[config.mk]
export PLATFORM = sky130hd
export DESIGN_NAME = gss_scan
export DESIGN_NICKNAME = d
export VERILOG_FILES = /design/src/gss_pkg.sv /design/src/gss_scan.sv
export SDC_FILE = /design/constraint.sdc
export NUM_CORES = 1
export LEC_CHECK = 0
export ABC_AREA = 1
export BUFFER_PORTS_ARGS = -buffer_cell sky130_fd_sc_hd__buf_2
export CAP_MARGIN = 40
export CORE_ASPECT_RATIO = 1.75
export CORE_MARGIN = 2
export CORE_UTILIZATION = 25
export DETAILED_ROUTE_END_ITERATION = 8
export PLACE_DENSITY_LB_ADDON = 0.1
export RECOVER_POWER = 25
export SLEW_MARGIN = 20
export SYNTH_ARGS = -nofsm -noshare
export SYNTH_HDL_FRONTEND = slang
export SYNTH_SLANG_ARGS = --single-unit
[constraint.sdc]
create_clock -name clk -period 6.4 [get_ports clk]
set_clock_uncertainty 0.1 [all_clocks]
set_input_delay 0.32 -clock clk [delete_from_list [all_inputs] [get_ports clk]]
set_output_delay 0.32 -clock clk [all_outputs]
set_load 0.02 [all_outputs]
[src/gss_pkg.sv]
`timescale 1ns / 1ps
// gss_pkg: shared types and constants of the gray-scott grid stepper
// no dependencies; used by every module under src

package gss_pkg;

	// default grid shape
	localparam int GRID_ROWS_DEF = 128;
	localparam int GRID_COLS_DEF = 128;

	// field and register widths
	localparam int CONC_W  = 16;
	localparam int COEF_W  = 17;
	localparam int COORD_W = 7;
	localparam int KIND_W  = 2;
	localparam int CIDX_W  = 2;
	localparam int WORD_W  = 2 * CONC_W;

	// one in q1.15
	localparam logic [CONC_W-1:0] ONE_Q15 = 16'd32768;

	// stencil weights in units of 2^-16
	localparam logic [31:0] W_EDGE   = 32'd13107;
	localparam logic [31:0] W_CORNER = 32'd3277;

	// drain wait after the last scan read, covering the last next-grid write, with margin
	localparam int          DRAIN_W      = 4;
	localparam logic [3:0]  DRAIN_CYCLES = 4'd12;

	// request and acknowledge kinds
	localparam logic [KIND_W-1:0] REQ_WRITE = 2'd0;
	localparam logic [KIND_W-1:0] REQ_READ  = 2'd1;
	localparam logic [KIND_W-1:0] REQ_GEN   = 2'd2;
	localparam logic [KIND_W-1:0] REQ_BAD   = 2'd3;

	// register indexes
	localparam logic [CIDX_W-1:0] REG_DIFF_A = 2'd0;
	localparam logic [CIDX_W-1:0] REG_DIFF_B = 2'd1;
	localparam logic [CIDX_W-1:0] REG_FEED   = 2'd2;
	localparam logic [CIDX_W-1:0] REG_KILL   = 2'd3;

	// register reset values
	localparam logic [COEF_W-1:0] DIFF_A_RST = 17'd65536;
	localparam logic [COEF_W-1:0] DIFF_B_RST = 17'd32768;
	localparam logic [COEF_W-1:0] FEED_RST   = 17'd1180;
	localparam logic [COEF_W-1:0] KILL_RST   = 17'd3342;

	// row of the 3x3 window a scan read belongs to
	localparam logic [1:0] K_UP   = 2'd0;
	localparam logic [1:0] K_MID  = 2'd1;
	localparam logic [1:0] K_DOWN = 2'd2;

	// coefficient set handed to the arithmetic pipeline
	typedef struct packed {
		logic [COEF_W-1:0] diff_a;
		logic [COEF_W-1:0] diff_b;
		logic [COEF_W-1:0] feed;
		logic [COEF_W-1:0] kill;
	} coef_t;

	// tag travelling with each scan read, aligned with the read data
	typedef struct packed {
		logic       valid;
		logic [1:0] k;
		logic       emit;
	} scan_tag_t;

endpackage

[src/gss_scan.sv]
`timescale 1ns / 1ps
// gss_scan: address sequencer for one generation over the current buffer
// depends on gss_pkg for the scan tag type

module gss_scan #(
	parameter int GRID_ROWS = gss_pkg::GRID_ROWS_DEF,
	parameter int GRID_COLS = gss_pkg::GRID_COLS_DEF
) (
	input  logic                                   clk,
	input  logic                                   arst_n,
	input  logic                                   start,
	output logic                                   done,
	output logic [$clog2(GRID_ROWS*GRID_COLS)-1:0] rd_addr,
	output gss_pkg::scan_tag_t                     tag_s1,
	output logic [$clog2(GRID_ROWS*GRID_COLS)-1:0] cell_addr_s1
);

	localparam int AW = $clog2(GRID_ROWS * GRID_COLS);
	localparam int RW = $clog2(GRID_ROWS);
	localparam int JW = $clog2(GRID_COLS + 2);

	logic          run_q;
	logic [RW-1:0] r_q;
	logic [JW-1:0] j_q;
	logic [1:0]    k_q;
	logic [31:0]   rsel;
	logic [31:0]   csel;
	logic [31:0]   ccell;
	logic          emit;
	logic          last_k;
	logic          last_j;
	logic          last_r;

	// wrapped row and column of the current read
	always_comb begin
		case (k_q)
			gss_pkg::K_UP:   rsel = (r_q == '0) ? 32'(GRID_ROWS - 1) : 32'(r_q) - 32'd1;
			gss_pkg::K_MID:  rsel = 32'(r_q);
			default:         rsel = (32'(r_q) == 32'(GRID_ROWS - 1)) ? 32'd0
			                        : 32'(r_q) + 32'd1;
		endcase
		if (j_q == '0) begin
			csel = 32'(GRID_COLS - 1);
		end else if (32'(j_q) == 32'(GRID_COLS + 1)) begin
			csel = 32'd0;
		end else begin
			csel = 32'(j_q) - 32'd1;
		end
		ccell  = 32'(j_q) - 32'd2;
		last_k = (k_q == gss_pkg::K_DOWN);
		last_j = (32'(j_q) == 32'(GRID_COLS + 1));
		last_r = (32'(r_q) == 32'(GRID_ROWS - 1));
		emit   = last_k && (32'(j_q) >= 32'd2);
	end

	assign rd_addr = AW'(rsel * 32'(GRID_COLS) + csel);

	// counters: k innermost, then window column, then row
	always_ff @(posedge clk or negedge arst_n) begin
		if (!arst_n) begin
			run_q <= 1'b0;
			r_q   <= '0;
			j_q   <= '0;
			k_q   <= gss_pkg::K_UP;
			done  <= 1'b0;
		end else begin
			done <= 1'b0;
			if (start) begin
				run_q <= 1'b1;
				r_q   <= '0;
				j_q   <= '0;
				k_q   <= gss_pkg::K_UP;
			end else if (run_q) begin
				if (!last_k) begin
					k_q <= k_q + 2'd1;
				end else begin
					k_q <= gss_pkg::K_UP;
					if (!last_j) begin
						j_q <= j_q + 1'b1;
					end else begin
						j_q <= '0;
						if (last_r) begin
							run_q <= 1'b0;
							done  <= 1'b1;
						end else begin
							r_q <= r_q + 1'b1;
						end
					end
				end
			end
		end
	end

	// tag aligned with the read data
	always_ff @(posedge clk or negedge arst_n) begin
		if (!arst_n) begin
			tag_s1 <= '0;
		end else begin
			tag_s1.valid <= run_q;
			tag_s1.k     <= k_q;
			tag_s1.emit  <= emit;
		end
	end

	always_ff @(posedge clk) begin
		cell_addr_s1 <= AW'(32'(r_q) * 32'(GRID_COLS) + ccell);
	end

endmodule

### Yosys cells after proc, flatten, opt, wreduce, memory -nomap -nowiden

Index checks and enable logic that the tools add are counted.

| word-level totals | value |
|---|---|
| logic and storage cells | 60 |
| output and inout port bits | 33 |
| memories kept | 0 |
| bits in writable memories | 0 |
| bits in latches | 0 |
| input bits | 3 |
| flip-flop bits (word level) | 37 |
| ROM bits | 0 |

| cells by class | value |
|---|---|
| div/mod/pow operators | 0 |
| equality and inequality tests | 5 |
| muxes and demuxes | 27 |
| order comparisons | 1 |
| multiply operators | 0 |
| shift-type cells | 0 |
| $add $sub $neg | 9 |
| reduce and logical (&&, ||, !) cells | 9 |
| bitwise logic cells | 0 |

Operators by type and width:

| operator | number |
|---|---|
| two-way mux 7 bit | 7 |
| two-way mux 8 bit | 4 |
| two-way mux 14 bit | 2 |
| adder 14 bit | 1 |
| adder 14 x 9 -> 14 bit | 1 |
| adder 7 x 1 -> 7 bit, second input constant | 2 |
| one-hot mux 7 bit (2 select lines) | 1 |
| two-way mux 1 bit | 10 |
| subtractor 8 x 1 -> 9 bit, second input constant | 1 |
| subtractor 8 x 2 -> 9 bit, second input constant | 1 |
| adder 8 x 1 -> 8 bit, second input constant | 1 |
| equality test 8 bit, second input constant | 1 |
| greater-or-equal comparator 8 x 2 -> 1 bit, second input constant | 1 |
| logical NOT 8 bit | 1 |
| equality test 7 bit, second input constant | 1 |
| logical NOT 7 bit | 1 |
| subtractor 7 x 1 -> 7 bit, second input constant | 1 |
| two-way mux 2 bit | 3 |
| nonzero test 2 bit | 3 |
| AND reduction 4 bit | 1 |
| adder 2 x 1 -> 2 bit, second input constant | 1 |
| equality test 2 x 1 -> 1 bit, second input constant | 1 |
| equality test 2 bit, second input constant | 1 |
| logical NOT 2 bit | 1 |
| other kinds (3) | 3 |

### Depth between registers and ports, before layout

Gate-level depths: netlist of run 1.

| logic depth | value |
|---|---|
| word-level depth | 6 |
| gate-level depth with buffers | 19 |
| gate-level depth less buffers | 19 |

### Worst setup path before layout of run 1

No wires, ideal clock.

| timing | value |
|---|---|
| kind | register to output |
| start point | register j_q[1] |
| end point | output rd_addr[11] |
| cell stages (with the launch flop) | 16 |
| setup slack | 3.315 ns |
| data required time | 5.980 ns |
| arrival | 2.665 ns |
| path buffers | 0 |
| cells stage by stage | dfrtp_1 > inv_1 > ha_1 > nand2_1 > nor2_1 > nand2_1 > inv_1 > a21oi_1 > nor4_1 > ha_1 > inv_1 > fa_1 > nor2_1 > nand4_1 > nand2_1 > xor2_1 |

| on the way | value |
|---|---|
| word-level cells in the longest chain between the ends | 4 |
| elaborated cells on any way between the ends | 6 |
| those cells by class | add/sub (2); eq/ne (1); mux (2); reduce/logical (1) |

Ends and longest elaborated chain:

| what | line | RTL |
|---|---|---|
| from (decl) | gss_scan.sv:24 | `logic [JW-1:0] j_q;` |
| from (signal assigned) | gss_scan.sv:79 | `j_q <= j_q + 1'b1;` |
| subtractor 8 x 1 -> 9 bit / equality test 8 bit (equally long branches) | gss_scan.sv:47, gss_scan.sv:44 |  |
| two-way mux 14 bit | gss_scan.sv:44 | `end else if (32'(j_q) == 32'(GRID_COLS + 1)) begin` |
| two-way mux 14 bit (*) | gss_scan.sv:42 | `if (j_q == '0) begin` |
| adder 14 bit (*) | gss_scan.sv:56 | `assign rd_addr = AW'(rsel * 32'(GRID_COLS) + csel);` |
| to (decl) | gss_scan.sv:13 | `output logic [$clog2(GRID_ROWS*GRID_COLS)-1:0] rd_addr,` |

Mark *: on every way between the ends. The rest lies on a longest branch, timed or not.

### Worst setup path after layout of run 1

| timing | value |
|---|---|
| start point | register j_q[1] |
| end point | output rd_addr[13] |

Same word-level chain as after synthesis.

==> results of run 1 <==
==> routing by layer <==
metal | GRT usage, % | share of wire (%) | vias to the layer above
met2 | 27.3 | 58 | 48
met3 | 2.52 | 2.9 | 21
li1 | - | - | 1109
met4 | 8.62 | 5.0 | 0
met1 | 12.2 | 34 | 1020
met5 | 0 | 0 | -
==> cell families (layout without fill, tap and decap cells) <==
| logic type | count (synthesis) | in the layout | share of synthesized area (%) |
|---|---|---|---|
| AND/OR/NAND/NOR | 138 | 138 | 25.0 |
| buffers and inverters | 56 | 93 | 10.4 |
| AO/OA/AOI/OAI | 46 | 46 | 10.7 |
| flip-flops | 37 | 37 | 34.3 |
| adder cells (fa/ha/maj) | 22 | 22 | 11.6 |
| XOR/XNOR | 22 | 22 | 7.72 |
| other | 2 | 4 | 0.301 |
==> worst paths after layout <==
| kind | slack (ns) | to | depth (start not counted) | startpoint |
|---|---|---|---|---|
| max | 2.68 | rd_addr[13] | 19 | j_q[1] |
| min | 0.34 | r_q[2] | 4 | start |
| max reg2reg | 3.56 | cell_addr_s1[13] | 15 | j_q[1] |
| min reg2reg | 0.35 | tag_s1[1] | 0 | k_q[0] |
| max in group asynchronous | 4.59 | r_q[2] | 2 | arst_n |
| min in group asynchronous | 0.79 | done | 2 | arst_n |
==> metrics by stage <==
step / cell area, um2 / instances / setup slack (ns)
floorplan: 2500 / 325 / 3.31
global placement: 2770 / 478 / 3.04
detailed placement: 2770 / 478 / 2.98
CTS: 2970 / 487 / 2.66
global route: 2970 / 487 / 2.26
finish: 2970 / 487 / 2.68
==> power by group <==
part / switching [mW] / internal [mW] / leakage, nW / total [mW]
Clock: 0.104 / 0.209 / 0.0926 / 0.313
Sequential: 0.0208 / 0.266 / 0.420 / 0.286
Combinational: 0.256 / 0.136 / 0.958 / 0.392
==> layout by cell type, fill, tap and decap left out, drive strengths merged <==
| cell type | instances |
|---|---|
| o21ai | 18 |
| nor4 | 1 |
| conb | 4 |
| o31ai | 2 |
| nor3 | 4 |
| nand3 | 25 |
| xnor2 | 4 |
| clkinv | 3 |
| nand4 | 8 |
| bufinv | 1 |
| a21o | 1 |
| fa | 2 |
| a21oi | 17 |
| o21bai | 1 |
| xor2 | 18 |
| a22oi | 1 |
| o22ai | 3 |
| a2bb2oi | 1 |
| inv | 47 |
| ha | 20 |
| o211a | 1 |
| dfrtp | 23 |
| clkbuf | 7 |
| buf | 34 |
| nor2 | 35 |
| dfxtp | 14 |
| a221oi | 1 |
| dlygate4sd3 | 1 |
| nand2 | 65 |
==> synth_stat cells <==
cell       number
a21o_1          1
a21oi_1        17
a221oi_1        1
a22oi_1         1
a2bb2oi_1       1
buf_2           2
buf_4           2
buf_6           2
buf_8           1
clkinv_1        1
clkinv_2        1
clkinv_8        1
conb_1          2
dfrtp_1        23
dfxtp_1        14
fa_1            2
ha_1           20
inv_1          42
inv_2           4
nand2_1        61
nand2_2         2
nand2_4         2
nand3_1        24
nand3_2         1
nand4_1         8
nor2_1         33
nor2_2          1
nor2_4          1
nor3_1          3
nor3_4          1
nor4_1          1
o211a_1         1
o21ai_0        14
o21ai_1         2
o21ai_2         2
o21bai_1        1
o22ai_1         3
o31ai_1         2
xnor2_1         4
xor2_1         18
==> registers in the layout, indices dropped and copies added, names as in the netlist <==
| register | flops |
|---|---|
| tag_s1 | 4 |
| done | 1 |
| k_q | 2 |
| cell_addr_s1 | 14 |
| j_q | 8 |
| r_q | 7 |
| run_q | 1 |
==> cell type report <==
type                            instances  share of cell area (%)
Multi-Input combinational cell        232                    46.7
Sequential cell                        37                    28.8
Inverter                               49                    6.66
Timing Repair Buffer                   36                    6.19
Tap cell                              125                    5.27
Clock buffer                            6                    5.05
Clock inverter                          2                    1.31
==> critical path, delay by kind of cell (launching register included) <==
| family | cells | cell delay [ns] |
|---|---|---|
| compound gates | 1 | 0.06 |
| flops | 1 | 0.42 |
| fa+ha+maj | 3 | 0.87 |
| simple gates | 11 | 1.15 |
| buf+inv | 4 | 0.51 |
==> metrics.yaml, run 1 <==
die:
  core_um2: 9790
  die_w_um: 79.5
  pin_count: 36
  dieArea_um2: 10800
  core.rowCount: 48
  start_util_pct: 25.5
  die_height_um: 136
clock_network:
  insertion_delay_ns: 0.29
  clkTransAtPathRegs_ns: 0.06
  cts_tree: "yes"
  cts_sinks: 37
  htree_levels: 2
  ctsHoldBuffers: 1
  numCtsBuffers: 5
  clk_path_buf_depth: 2
  ctsResizeCount: 0
  clockRootBuffer: "clkbuf_16"
  post-cts-setup-buffer-count: 0
pwr:
  p_leak_nw: 1.47
  power_density_nw_per_um2: 334
  p_total_uw: 991
  ir_drop_mv: 0.151
critical_path:
  cp_cell_sequence: "inv_1, ha_1, nand2_1, nor2_1, nand2_1, inv_1, a21oi_1, nor4_1, ha_1, inv_1, fa_1, nor2_1, nand4_1, nand2_1, nand2_1, nand2_1, nand2_1, nand2_1, buf_2"
  critPathMaxFanout: 7
  slowest_stage: "dfrtp_1"
  critPathLaunchType: "register"
  crit_required_ns: 5.98
  slowest_delay_ns: 0.42
  criticalPathCategory: "register to primary output"
  cp_data_arrival_time_ns: 3.30
  cp_common_cell: "nand2_1"
  critPathCaptureType: "primary output"
synthesis:
  netlist_instances: 323
  synth_top_area_share_pct: 23.1
  synth_warnings: 0
  synth_area_per_cell_um2: 7.73
  synth_seq_area_share_pct: 34.3
  yosys.area.top_type: "dfrtp_1"
  ys_ff_latch: 37
  syn-cell-area_um2: 2500
  synth_top_cells_by_area: "dfrtp_1 23%, dfxtp_1 11%, ha_1 10%"
  yosysUniqueCellTypes: 40
timing:
  period_share_pct: 58.1
  rsz0062_at_grt: "no"
  final_max_slew_viol_count: 0
  timing.hold.ws_ns: 0.336
  relSlewSlack_pct: 6.60
  worstMarginPinSlew_ns: 1.40
  min_period_ns: 3.72
  setup_viol: 0
  fin_setup_tns_ns: 0
  fmax_ghz: 0.269
  finalHoldViolCount: 0
routing:
  wl_per_cell_um: 14.3
  viasPerCell: 4.51
  final_antenna_net_count: 0
  drtIter0Drc: 92
  dr.pass1.iters: 4
  drc: 0
  wl_um: 6990
  dr_total_vias: 2198
final_layout:
  fillers: 1057
  drive_above_1_share_pct: 16.0
  multi_input_comb_area_um2: 1390
  nets: 386
  ff_latch_area_um2: 856
  diodes: 0
  utilization_pct: 30.3
  syn_to_final_growth_pct: 19.0
global_route:
  grtUsageTotal_pct: 13.8
  grt_max_degree: 24
  grt_pass1_vias: 2245
  antenna_found_initial: 0
  grt_first_pass_wirelength_um: 11000
  grt_overflow: 0
worst_hold_path:
  min_path_type: "primary input to register"
job:
  maxCapViolations: 0
placed_design:
  portBuffers: 35
  dp_hpwl_um: 5620
  routabilityCongestion: 0.880
outcome:
  outcome: "completed"
Note: power is estimated with default switching activity, not from simulation.
==> run 2, diff against run 1 <==
--- a/config.mk
+++ b/config.mk
@@ -5,7 +5,7 @@
 export SDC_FILE = /design/constraint.sdc
 export NUM_CORES = 1
 export LEC_CHECK = 0
-export ABC_AREA = 1
+export ABC_AREA = 0
 export BUFFER_PORTS_ARGS = -buffer_cell sky130_fd_sc_hd__buf_2
 export CAP_MARGIN = 40
 export CORE_ASPECT_RATIO = 1.75
==> constraint.sdc (replaced) <==
create_clock -name clk -period 3.45 [get_ports clk]
set_clock_uncertainty 0.1 [all_clocks]
set_input_delay 0.1725 -clock clk [delete_from_list [all_inputs] [get_ports clk]]
set_output_delay 0.1725 -clock clk [all_outputs]
set_load 0.02 [all_outputs]
==> run 2 against run 1 <==
Sequential power increased by 56%; sequential share of layout area decreased by 1.4 points; non-clock buffer count increased by 26; first-iteration DRC count decreased by 51%; total power increased by 14%; register-to-register slack got worse by 2.9 ns; via count decreased by 5.6%; die area about the same; critical path depth decreased by 5; highest routed layer unchanged.
==> metrics.yaml, run 2 <==
outcome:
  outcome: "completed"  # unchanged
timing:
  final_max_slew_viol_count: 0  # unchanged
  fmax_ghz: 0.304
  period_share_pct: 95.4
  finalHoldViolCount: 0  # unchanged
  fin_setup_tns_ns: 0  # unchanged
  fin_ws_ns: 0.158  # was 2.68 ns
  relSlewSlack_pct: 8.77  # was 6.60%
  worstMarginPinSlew_ns: 1.37  # was 1.40 ns
  min_period_ns: 3.29
  setup_viol: 0  # unchanged
  rsz0062_at_grt: "no"  # unchanged
routing:
  dr_total_vias: 2074  # was 2198
  dr.pass1.iters: 4  # unchanged
  viasPerCell: 4.58  # was 4.51
  drtIter0Drc: 45  # was 92
  drc: 0  # unchanged
  final_antenna_net_count: 0  # unchanged
  wl_per_cell_um: 15.1  # was 14.3 um
  wl_um: 6840  # was 6990 um
synthesis:
  synth_top_area_share_pct: 23.0  # was 23.1%
  yosysMostFrequentCell: "nor2_1"  # was nand2_1
  synth-edff-count: 0  # unchanged
  syn-cell-area_um2: 2500  # about the same
  async_reset_ff_share_pct: 62.2  # unchanged
  yosysUniqueCellTypes: 55  # was 40
  ys_top_cells_by_count: "27 x nor2_1, 23 x dfrtp_1, 20 x ha_1"  # was 61 x nand2_1, 42 x inv_1, 33 x nor2_1
  synth_area_per_cell_um2: 9.18  # was 7.73 um2
  synth_seq_area_share_pct: 34.3  # about the same
  synth_warnings: 0  # unchanged
  yosys.area.top_type: "dfrtp_1"  # unchanged
  netlist_instances: 272  # was 323
  ys.flop_type: "dfrtp_1"  # unchanged
  synth_top_cells_by_area: "dfrtp_1 23%, dfxtp_1 11%, ha_1 10%"  # unchanged
  ys_ff_latch: 37  # unchanged
final_layout:
  final_common_cell: "buf_2"  # was nand2_1
  nets: 352  # was 386
  syn_to_final_growth_pct: 25.4  # was 19.0%
  regMostFlops: "cell_addr_s1"  # unchanged
  fillers: 1032  # was 1057
  layout_common_cells: "33 x buf_2, 27 x nor2_1, 26 x buf_4"  # was 61 x nand2_1, 42 x inv_1, 34 x buf_2
  drive_above_1_share_pct: 26.8  # was 16.0%
  diodes: 0  # unchanged
  reg.largest.list: "cell_addr_s1: 14 flops, j_q: 8 flops, r_q: 7 flops"  # unchanged
  multi_input_comb_area_um2: 1520  # was 1390 um2
  largest_reg_flops: 14  # unchanged
  ff_latch_area_um2: 857  # was 856 um2
clock_network:
  insertion_delay_ns: 0.28  # was 0.29 ns
  numCtsBuffers: 5  # unchanged
  htree_levels: 2  # unchanged
  cts_tree: "yes"  # unchanged
  clkTransAtPathRegs_ns: 0.05  # was 0.06 ns
  clockRootBuffer: "clkbuf_16"  # unchanged
  clk_path_buf_depth: 2  # unchanged
  cts_sinks: 37  # unchanged
global_route:
  grt_max_degree: 24  # unchanged
  grtUsageTotal_pct: 13.5  # was 13.8%
  grt_overflow: 0  # unchanged
  grt_pass1_vias: 2112  # was 2245
  antenna_found_initial: 0  # unchanged
  grt_first_pass_wirelength_um: 11000  # about the same
job:
  maxCapViolations: 0  # unchanged
die:
  core_um2: 9790  # unchanged
  dieArea_um2: 10800  # about the same
  start_util_pct: 25.5  # about the same
  core.rowCount: 48  # unchanged
  die_height_um: 136  # about the same
  die_w_um: 79.6  # was 79.5 um
  pin_count: 36  # unchanged
critical_path:
  criticalPathCategory: "register to primary output"  # unchanged
  slowest_delay_ns: 0.38  # was 0.42 ns
  cp_cell_sequence: "inv_2, ha_1, and2b_2, nand2_1, a21oi_2, nor2_1, a211oi_2, ha_2, inv_1, fa_2, o41ai_4, a41oi_2, xor2_1, buf_4"  # was inv_1, ha_1, nand2_1, nor2_1, nand2_1, inv_1, a21oi_1, nor4_1, ha_1, inv_1, fa_1, nor2_1, nand4_1, nand2_1, nand2_1, nand2_1, nand2_1, nand2_1, buf_2
  crit_required_ns: 3.18  # was 5.98 ns
  critPathLaunchType: "register"  # unchanged
  critPathMaxFanout: 4  # was 7
  slowest_stage: "dfrtp_1"  # unchanged
  cp_data_arrival_time_ns: 3.02  # was 3.30 ns
  critPathCaptureType: "primary output"  # unchanged
pwr:
  p_total_mw: 1.13  # was 991 uW
  pwr-share-seq_pct: 39.4  # was 28.9%
  p_switching_uw: 310  # was 381 uW
  power_density_nw_per_um2: 362  # was 334 nW/um2
  ir_drop_mv: 0.233  # was 0.151 mV
  p_clk_share_pct: 42.6  # was 31.6%
  p_leak_nw: 1.44  # was 1.47 nW
  p_int_uw: 823  # was 611 uW
  p_comb_share_pct: 17.9  # was 39.5%
  swShare_pct: 27.4  # was 38.4%
placed_design:
  dp_hpwl_um: 5290  # was 5620 um
  routabilityCongestion: 0.790  # was 0.880
  dpl_worst_slack_ns: 0.171  # was 2.98 ns
  portBuffers: 35  # unchanged
worst_hold_path:
  min_path_type: "primary input to register"  # unchanged
==> run 2: path summary, 6_finish.rpt <==
path	start	end	slack, ns	cells past startpoint
worst max register to register	j_q[2]	cell_addr_s1[13]	0.66	10
worst min register to register	j_q[1]	cell_addr_s1[1]	0.38	1
worst min-delay path	start	k_q[1]	0.17	2
min in group asynchronous	arst_n	j_q[0]	0.63	2
worst max-delay path	r_q[0]	rd_addr[13]	0.16	14
max in group asynchronous	arst_n	j_q[1]	1.73	2
==> run 2: per-stage QoR <==
| step | instance area (um2) | utilization, % | cells | hold WS, ns |
|---|---|---|---|---|
| 3_5_place_dp | 2890 | 29.5 | 438 | 0.114 |
| 6_report | 3130 | 32.0 | 453 | 0.173 |
| 5_1_grt | 3130 | 32.0 | 453 | 0.193 |
| 4_1_cts | 3080 | 31.5 | 448 | 0.182 |
| 2_1_floorplan | 2500 | - | 274 | -0.223 |
| 3_3_place_gp | 2890 | 29.5 | 438 | 0.111 |
==> run 2: final cells by class <==
type / instances / share of cell area (%)
multi-input cells: 204 / 48.4
clock buffers: 7 / 4.88
clock inverters: 1 / 0.160
inverters: 17 / 2.12
repair buffers: 62 / 12.1
well taps: 125 / 5.00
flip-flops and latches: 37 / 27.4
==> run 2: what timing repair did <==
| item | in CTS | in global routing |
|---|---|---|
| resized for setup | 7 | 6 |
| hold endpoints to repair | 23 | 0 |
| pin swaps | 4 | 3 |
| setup buffers | 1 | 5 |
| setup endpoints to repair | 2 | 2 |
| gates cloned | 0 | 0 |
| hold buffers | 1 | 0 |
==> run 2: worst max-delay path, delay by kind of cell (launching register included) <==
| kind | cells | cell delay [ns] |
|---|---|---|
| buffers and inverters | 3 | 0.29 |
| AOI/OAI and AO/OA | 4 | 0.79 |
| xor gates and xnor gates | 1 | 0.16 |
| DFF | 1 | 0.38 |
| and+or+nand+nor | 3 | 0.35 |
| adders and majority gates | 3 | 0.74 |
==> run 2: metal layers <==
layer	up-vias	routed length (um)	part of all wire, %	global-route usage, %
li1	1044	-	-	-
met1	988	2630	38	14.0
met2	30	3850	56	25.3
met3	12	176	2.6	2.32
met4	0	184	2.7	6.70
met5	-	0	0	0
==> run 2: cell families after synthesis <==
family,Yosys count,synth area share (%)
and+or+nand+nor,93,19.7
AOI/OAI and AO/OA,48,14.4
DFF,37,34.3
buffers and inverters,33,6.51
xor gates and xnor gates,32,11.2
adders and majority gates,22,11.6
muxes,5,2.00
other,2,0.301
==> run 2: power by group through the flow <==
stage	clock, mW	sequential (mW)	combinational, mW
after CTS	0.504	0.446	0.205
after floorplan	0	0.458	0.136
after global routing	0.517	0.447	0.226
after global placement	0	0.455	0.199
final	0.483	0.447	0.203
after detailed placement	0	0.455	0.198
